===== src/hdl/vigdec_pkg.sv =====
// ---------------------------------------------------------------------------
// vigdec_pkg
// widths, register indexes and the byte transform of the vigenere decoder
// ---------------------------------------------------------------------------
package vigdec_pkg;

	localparam int KEY_BYTES  = 16;
	localparam int POS_W      = $clog2(KEY_BYTES);
	localparam int LEN_W      = POS_W + 1;
	localparam int BYTE_W     = 8;
	localparam int KEY_LEN_W  = 5;
	localparam int CFG_IDX_W  = 2;
	localparam int CFG_DATA_W = 64;

	localparam logic [BYTE_W-1:0] ALPHA_LO = 8'd32;
	localparam logic [BYTE_W-1:0] ALPHA_HI = 8'd127;

	localparam logic signed [9:0] DIFF_LO    = 10'sd32;
	localparam logic signed [9:0] ALPHA_SIZE = 10'sd96;
	localparam logic signed [9:0] SHIFT_BIAS = 10'sd31;

	typedef enum logic [CFG_IDX_W-1:0] {
		REG_KEY_LENGTH     = 2'd0,
		REG_KEY_BYTES_LOW  = 2'd1,
		REG_KEY_BYTES_HIGH = 2'd2
	} cfg_reg_t;

	function automatic logic [BYTE_W-1:0] decipher(input logic [BYTE_W-1:0] c,
	                                               input logic [BYTE_W-1:0] k);
		logic signed [9:0] v;
		logic signed [9:0] w;
		v = signed'({2'b00, c}) + SHIFT_BIAS - signed'({2'b00, k});
		w = (v < DIFF_LO) ? (v + ALPHA_SIZE) : v;
		if (c < ALPHA_LO || c > ALPHA_HI) begin
			return c;
		end
		return w[BYTE_W-1:0];
	endfunction

endpackage


===== src/hdl/vigdec_if.sv =====
// ---------------------------------------------------------------------------
// vigdec channel interfaces
// ciphertext input, plaintext output and register write channels
// ---------------------------------------------------------------------------
interface vigdec_cipher_if;
	logic                             valid;
	logic                             ready;
	logic [vigdec_pkg::BYTE_W-1:0]    cipher_byte;

	modport source (output valid, output cipher_byte, input ready);
	modport sink   (input valid, input cipher_byte, output ready);
endinterface

interface vigdec_plain_if;
	logic                             valid;
	logic                             ready;
	logic [vigdec_pkg::BYTE_W-1:0]    plain_byte;

	modport source (output valid, output plain_byte, input ready);
	modport sink   (input valid, input plain_byte, output ready);
endinterface

interface vigdec_cfg_if;
	logic                                valid;
	logic                                ready;
	logic [vigdec_pkg::CFG_IDX_W-1:0]    index;
	logic [vigdec_pkg::CFG_DATA_W-1:0]   data;

	modport source (output valid, output index, output data, input ready);
	modport sink   (input valid, input index, input data, output ready);
endinterface


===== src/hdl/vigdec_keysched.sv =====
// ---------------------------------------------------------------------------
// vigdec_keysched
// key registers and running key position; gives the key byte for each word
// ---------------------------------------------------------------------------
module vigdec_keysched (
	input  logic                           clk,
	input  logic                           arst_n,
	vigdec_cfg_if.sink                     cfg,
	input  logic                           advance,
	output logic [vigdec_pkg::BYTE_W-1:0]  key_byte
);
	import vigdec_pkg::*;

	logic [KEY_LEN_W-1:0]  key_length_q;
	logic [CFG_DATA_W-1:0] key_lo_q;
	logic [CFG_DATA_W-1:0] key_hi_q;
	logic [POS_W-1:0]      pos_q;

	logic [LEN_W-1:0]      len;
	logic [POS_W-1:0]      pos_eff;
	logic [LEN_W-1:0]      pos_inc;
	logic [POS_W-1:0]      pos_next;
	logic [2*CFG_DATA_W-1:0] key_all;
	logic [BYTE_W-1:0]     key_arr [KEY_BYTES];

	assign cfg.ready = 1'b1;

	always_ff @(posedge clk or negedge arst_n) begin
		if (!arst_n) begin
			key_length_q <= KEY_LEN_W'(1);
			key_lo_q     <= CFG_DATA_W'(32);
			key_hi_q     <= '0;
		end else if (cfg.valid && cfg.ready) begin
			case (cfg.index)
				REG_KEY_LENGTH:     key_length_q <= cfg.data[KEY_LEN_W-1:0];
				REG_KEY_BYTES_LOW:  key_lo_q     <= cfg.data;
				REG_KEY_BYTES_HIGH: key_hi_q     <= cfg.data;
				default: ;
			endcase
		end
	end

	always_comb begin
		if (key_length_q == '0) begin
			len = LEN_W'(1);
		end else if (key_length_q > KEY_LEN_W'(KEY_BYTES)) begin
			len = LEN_W'(KEY_BYTES);
		end else begin
			len = LEN_W'(key_length_q);
		end
	end

	// stale position after a shorter key falls back to byte 0
	assign pos_eff  = ({1'b0, pos_q} >= len) ? '0 : pos_q;
	assign pos_inc  = {1'b0, pos_eff} + LEN_W'(1);
	assign pos_next = (pos_inc >= len) ? '0 : pos_inc[POS_W-1:0];

	assign key_all = {key_hi_q, key_lo_q};

	always_comb begin
		for (int i = 0; i < KEY_BYTES; i++) begin
			key_arr[i] = key_all[i*BYTE_W +: BYTE_W];
		end
	end

	assign key_byte = key_arr[pos_eff];

	always_ff @(posedge clk or negedge arst_n) begin
		if (!arst_n) begin
			pos_q <= '0;
		end else if (advance) begin
			pos_q <= pos_next;
		end
	end

endmodule


===== src/hdl/vigenere_printable_ascii_decoder_core.sv =====
// ---------------------------------------------------------------------------
// vigenere_printable_ascii_decoder_core
// decodes a vigenere stream over printable ascii, one byte per word
//
//   channel   role    payload              word
//   cipher    sink    cipher_byte [7:0]    one ciphertext byte
//   plain     source  plain_byte  [7:0]    one plaintext byte
//   cfg       sink    index [1:0], data    one register write
//
// one word per cycle sustained while plain is ready; a word passes the input
// register and then the output register before it shows on plain
// the key byte is picked at input accept, the transform sits before the
// output register; ready on the input drops only while both stages are
// full and the output is stalled; cfg is always ready
// reset loads key length 1, key low 32, key high 0, key position 0
// ---------------------------------------------------------------------------
module vigenere_printable_ascii_decoder_core (
	input  logic            clk,
	input  logic            arst_n,
	vigdec_cipher_if.sink   cipher,
	vigdec_plain_if.source  plain,
	vigdec_cfg_if.sink      cfg
);
	import vigdec_pkg::*;

	logic              valid_s1;
	logic              valid_s2;
	logic [BYTE_W-1:0] byte_s1;
	logic [BYTE_W-1:0] key_s1;
	logic [BYTE_W-1:0] byte_s2;
	logic [BYTE_W-1:0] key_byte;
	logic              adv_s2;
	logic              acc;

	assign adv_s2       = !valid_s2 || plain.ready;
	assign cipher.ready = !valid_s1 || adv_s2;
	assign acc          = cipher.valid && cipher.ready;

	vigdec_keysched u_keysched (
		.clk      (clk),
		.arst_n   (arst_n),
		.cfg      (cfg),
		.advance  (acc),
		.key_byte (key_byte)
	);

	always_ff @(posedge clk or negedge arst_n) begin
		if (!arst_n) begin
			valid_s1 <= 1'b0;
			valid_s2 <= 1'b0;
		end else begin
			if (acc) begin
				valid_s1 <= 1'b1;
			end else if (adv_s2) begin
				valid_s1 <= 1'b0;
			end
			if (adv_s2) begin
				valid_s2 <= valid_s1;
			end
		end
	end

	always_ff @(posedge clk) begin
		if (acc) begin
			byte_s1 <= cipher.cipher_byte;
			key_s1  <= key_byte;
		end
		if (adv_s2 && valid_s1) begin
			byte_s2 <= decipher(byte_s1, key_s1);
		end
	end

	assign plain.valid      = valid_s2;
	assign plain.plain_byte = byte_s2;

endmodule


===== src/flat_wrapper.sv =====
// flat-port wrapper written by rule: the top's interface ports become plain ports
module vigenere_printable_ascii_decoder_core_flat import vigdec_pkg::*;
  (clk, arst_n, cipher_valid, cipher_cipher_byte, cipher_ready, plain_valid, plain_plain_byte, plain_ready, cfg_valid, cfg_index, cfg_data, cfg_ready);
  vigdec_cipher_if cipher_i ();
  vigdec_plain_if plain_i ();
  vigdec_cfg_if cfg_i ();
  input  logic clk;
  input  logic arst_n;
  input wire logic [$bits(cipher_i.valid)-1:0] cipher_valid;
  input wire logic [$bits(cipher_i.cipher_byte)-1:0] cipher_cipher_byte;
  output wire logic [$bits(cipher_i.ready)-1:0] cipher_ready;
  output wire logic [$bits(plain_i.valid)-1:0] plain_valid;
  output wire logic [$bits(plain_i.plain_byte)-1:0] plain_plain_byte;
  input wire logic [$bits(plain_i.ready)-1:0] plain_ready;
  input wire logic [$bits(cfg_i.valid)-1:0] cfg_valid;
  input wire logic [$bits(cfg_i.index)-1:0] cfg_index;
  input wire logic [$bits(cfg_i.data)-1:0] cfg_data;
  output wire logic [$bits(cfg_i.ready)-1:0] cfg_ready;
  assign cipher_i.valid = cipher_valid;
  assign cipher_i.cipher_byte = cipher_cipher_byte;
  assign cipher_ready = cipher_i.ready;
  assign plain_valid = plain_i.valid;
  assign plain_plain_byte = plain_i.plain_byte;
  assign plain_i.ready = plain_ready;
  assign cfg_i.valid = cfg_valid;
  assign cfg_i.index = cfg_index;
  assign cfg_i.data = cfg_data;
  assign cfg_ready = cfg_i.ready;
  vigenere_printable_ascii_decoder_core u_core (.clk(clk), .arst_n(arst_n), .cipher(cipher_i), .plain(plain_i), .cfg(cfg_i));
endmodule

===== config.mk =====
export PLATFORM = sky130hd
export DESIGN_NAME = vigenere_printable_ascii_decoder_core_flat
export DESIGN_NICKNAME = d
export VERILOG_FILES = /design/src/hdl/vigdec_pkg.sv /design/src/hdl/vigdec_if.sv /design/src/hdl/vigdec_keysched.sv /design/src/hdl/vigenere_printable_ascii_decoder_core.sv /design/src/flat_wrapper.sv
export SDC_FILE = /design/constraint.sdc
export NUM_CORES = 1
export LEC_CHECK = 0
export BUFFER_PORTS_ARGS = -buffer_cell sky130_fd_sc_hd__buf_2
export CORE_MARGIN = 8
export CORE_UTILIZATION = 25
export DETAILED_ROUTE_END_ITERATION = 6
export PLACE_DENSITY_LB_ADDON = 0.12
export SLEW_MARGIN = 0
export SYNTH_ARGS = -nofsm -noshare
export SYNTH_HDL_FRONTEND = slang
export SYNTH_SLANG_ARGS = --single-unit

===== constraint.sdc =====
create_clock -name clk -period 4 [get_ports clk]
set_input_delay 0.8 -clock clk [delete_from_list [all_inputs] [get_ports clk]]
set_output_delay 0.8 -clock clk [all_outputs]
set_load 0.01 [all_outputs]

==> impl_metrics.py <==
metrics = {
    "run_status": {
        "outcome": "completed",
    },
    "timing": {
        "final_max_slew_viol_count": 0,
        "hold_viol_final": 0,
        "skew_ns": 0.0114,
        "fin_crit_sh": 0.888,
        "rsz0062_at_grt": "false",
        "relSlewSlack": 0.337,
        "period_minus_slack_ns": 3.55,
        "fin_setup_tns_ns": 0,
        "setup_viol_count_final": 0,
        "timing.fmax_mhz": 282,
        "worstMarginPinSlew_ns": 0.994,
    },
    "global_route": {
        "grt_start_max_net_pins": 72,
        "gr-usage-all-layers": 0.124,
        "grt-ovfl-total": 0,
        "antenna_found_initial": 0,
        "grt_pass1_wl_um": 39400,
        "grt_pass1_vias": 6322,
    },
    "floorplanning": {
        "die_w_um": 203,
        "die_h_um": 203,
        "core-area_um2": 34500,
        "start_util": 0.254,
        "pin_count": 90,
        "rows": 68,
        "die_area_um2": 41300,
    },
    "clock_tree": {
        "h-tree-depth": 4,
        "cts_buffers": 17,
        "cts_hold_buf": 0,
        "post_cts_buffers": 0,
        "cts_buffer_depth": 2,
        "cts_resized": 0,
        "cts_tree": "yes",
        "clock_latency_ns": 0.44,
        "clock_sinks": 163,
        "cts.clk_slew.worst_paths_ns": 0.07,
        "clockRootBuffer": "clkbuf_16",
    },
    "power": {
        "p_per_area_nw_per_um2": 677,
        "ir_drop_v": 0.000349,
        "p_leak_nw": 4.31,
        "finalPower_mw": 6.98,
    },
    "placed_design": {
        "place.gp.congestion": 0.754,
        "hpwl_um": 17600,
        "port_buffers": 88,
        "place_inst": 1249,
    },
    "setup_path": {
        "critical_path_class": "flop to flop",
        "reg2reg_to": "u_core.u_keysched.pos_q[2]$_DFFE_PN0P_",
        "crit_path_end_kind": "flop",
        "r2r_cells": 19,
        "cp-start-kind": "flop",
        "crit_arrival_ns": 3.92,
        "critical_path.max_fanout": 4,
        "rr_startpoint": "u_core.u_keysched.key_length_q[1]$_DFFE_PN0P_",
        "required_ns": 4.37,
        "regToRegSetupSlack_ns": 0.45,
    },
    "finish": {
        "fin_cells": 1281,
        "area_growth_pct": 17.7,
        "drive_gt1_frac": 0.360,
        "finalNetCount": 920,
        "antenna_cells": 0,
        "nFillCells": 3601,
    },
    "routing": {
        "via_per_inst": 4.70,
        "antenna_left": 0,
        "drc": 0,
        "vias": 6015,
        "wire_per_inst_um": 19.7,
        "drtPass1Iterations": 4,
        "drt-total-wl_um": 25300,
        "drt_iter0_drc": 326,
    },
    "synth": {
        "syn_nets": 846,
        "avgSynthCellArea_um2": 11.9,
        "syn-instance-count": 739,
        "synth_edf_count": 24,
        "synth_cell_types": 60,
        "yosys_warnings": 0,
        "syn_area_um2": 8760,
        "ys_ff_latch": 163,
        "yosysSeqAreaShare": 0.479,
        "synth-async-reset-ratio": 0.853,
        "synth_flop_cell": "dfrtp_1",
    },
    "run": {
        "cap_violations": 0,
    },
    "hold_path": {
        "hold_class": "input pin to asynchronous set/reset pin",
    },
}
worst max-delay path by stage:
stage,from,end,slack (ns),cells past startpoint
2_1_floorplan,u_core.u_keysched.pos_q[0]$_DFFE_PN0P_,u_core.u_keysched.pos_q[2]$_DFFE_PN0P_,0.16,20
3_3_place_gp,u_core.u_keysched.key_length_q[1]$_DFFE_PN0P_,u_core.u_keysched.pos_q[2]$_DFFE_PN0P_,0.44,19
3_5_place_dp,u_core.u_keysched.key_length_q[1]$_DFFE_PN0P_,u_core.u_keysched.pos_q[2]$_DFFE_PN0P_,0.43,19
4_1_cts,u_core.u_keysched.key_length_q[1]$_DFFE_PN0P_,u_core.u_keysched.pos_q[2]$_DFFE_PN0P_,0.38,19
5_1_grt,u_core.u_keysched.key_length_q[1]$_DFFE_PN0P_,u_core.u_keysched.pos_q[2]$_DFFE_PN0P_,0.04,19
6_report,u_core.u_keysched.key_length_q[1]$_DFFE_PN0P_,u_core.u_keysched.pos_q[2]$_DFFE_PN0P_,0.45,19
worst max-delay path, cell delays in order (launching register included):
cell and delay (ns):
dfrtp_1 0.40, nor3_1 0.19, nor2_1 0.06, nor2_1 0.14, ha_1 0.25, nor2b_1 0.14
o21ai_2 0.13, a21oi_1 0.21, nor2_1 0.11, nor2_2 0.14, ha_2 0.23, xnor2_1 0.13
ha_1 0.27, a21oi_1 0.12, o21ai_0 0.10, a221oi_1 0.25, buf_4 0.17, o21ai_0 0.12
o21ai_0 0.19, a21o_1 0.13
through the flow:
stage	cell area, um^2	worst slack (ns)	hold WS, ns	utilization
CTS	10300	0.382	0.401	0.298
global placement	9680	0.438	0.482	0.280
detailed placement	9680	0.426	0.474	0.280
floorplan	8760	0.157	0.449	-
global route	10300	0.0447	0.426	0.299
finish	10300	0.449	0.389	0.299
layout make-up:
| type | instances | area [um^2] | area share |
|---|---|---|---|
| flip-flops and latches | 163 | 4200 | 0.408 |
| inverters | 32 | 120 | 0.0116 |
| clock inverters | 11 | 176 | 0.0171 |
| clock buffers | 21 | 450 | 0.0437 |
| well taps | 455 | 569 | 0.0552 |
| repair buffers | 105 | 599 | 0.0581 |
| multi-input cells | 494 | 4200 | 0.407 |
per-layer routing:
| metal | track usage | wire, um |
|---|---|---|
| met1 | 0.172 | 12600 |
| met4 | 0.0417 | 538 |
| met3 | 0.0284 | 894 |
| met2 | 0.186 | 11200 |
| met5 | 0 | 0 |
sequential cells by signal, indices dropped and copies added (netlist names), 4 cells and up:
register and cells:
u_core.key_s1 8, u_core.byte_s1 8, u_core.u_keysched.key_length_q 5, u_core.u_keysched.key_hi_q 64, u_core.plain.plain_byte 8, u_core.u_keysched.key_lo_q 64
u_core.u_keysched.pos_q 4
logic make-up after synthesis:
| family | Yosys count | share of synthesized area |
|---|---|---|
| AO/OA/AOI/OAI | 165 | 0.143 |
| XOR/XNOR | 6 | 0.00600 |
| adder cells (fa/ha/maj) | 28 | 0.0417 |
| buffers and inverters | 82 | 0.0424 |
| flip-flops | 163 | 0.479 |
| multiplexers | 180 | 0.226 |
| other | 1 | 0.000428 |
| AND/OR/NAND/NOR | 114 | 0.0611 |
synth_stat cells, types with 2 or more instances:
cell type / instances / area share
a211o_1: 8 / 0.0080
nor2_1: 19 / 0.0081
nor2_2: 2 / 0.0014
and3_1: 2 / 0.0014
a31o_1: 5 / 0.0050
a31o_2: 4 / 0.0040
nor3_1: 5 / 0.0029
o2bb2ai_1: 8 / 0.0080
a21oi_1: 8 / 0.0046
o21ai_1: 4 / 0.0023
a211oi_1: 8 / 0.0069
a22o_1: 8 / 0.0080
o31ai_1: 2 / 0.0017
mux2_2: 140 / 0.18
dfstp_2: 2 / 0.0060
nand2_1: 62 / 0.027
nor2b_1: 5 / 0.0036
a221oi_1: 9 / 0.0090
ha_1: 26 / 0.037
edfxtp_1: 24 / 0.082
a21o_1: 4 / 0.0034
o21bai_1: 5 / 0.0043
buf_6: 2 / 0.0026
o221ai_1: 24 / 0.024
and2_0: 2 / 0.0014
clkbuf_1: 14 / 0.0060
a311oi_1: 8 / 0.0080
buf_4: 4 / 0.0034
nand3_1: 2 / 0.0011
mux2i_1: 40 / 0.046
a22oi_1: 8 / 0.0069
fa_1: 2 / 0.0046
buf_1: 3 / 0.0013
dfrtp_1: 137 / 0.39
a211oi_2: 2 / 0.0029
xnor2_1: 5 / 0.0050
inv_1: 30 / 0.013
and2_1: 3 / 0.0021
inv_2: 2 / 0.00086
nand3b_1: 4 / 0.0034
nand2b_1: 4 / 0.0029
o21ai_0: 39 / 0.022
buf_2: 27 / 0.015
layout by cell type (no fill, tap or decap), types with 4 or more instances in the layout:
cell / Yosys / routed
nor2_1: 19 / 18
o21ai_1: 4 / 4
a311oi_1: 8 / 8
xnor2_1: 5 / 5
bufinv_16: 0 / 4
a21o_1: 4 / 4
a22oi_1: 8 / 8
ha_1: 26 / 25
buf_4: 4 / 15
nor3_1: 5 / 5
nand2b_1: 4 / 4
a31o_2: 4 / 4
o21ai_0: 39 / 39
a22o_1: 8 / 8
a211oi_1: 8 / 8
a21oi_1: 8 / 8
o221ai_1: 24 / 24
a221oi_1: 9 / 9
nand2_1: 62 / 62
nor2b_1: 5 / 5
mux2_2: 140 / 140
a31o_1: 5 / 5
clkbuf_16: 0 / 17
dfrtp_1: 137 / 135
o21bai_1: 5 / 5
inv_1: 30 / 30
nand3b_1: 4 / 4
buf_2: 27 / 87
o2bb2ai_1: 8 / 8
mux2i_1: 40 / 40
a211o_1: 8 / 8
edfxtp_1: 24 / 24
power breakdown:
group | switching [mW] | internal, mW | total (mW)
Combinational | 1.65 | 1.26 | 2.91
Clock | 0.706 | 1.07 | 1.77
Sequential | 0.223 | 2.07 | 2.30
(Power assumes the default switching activity.)
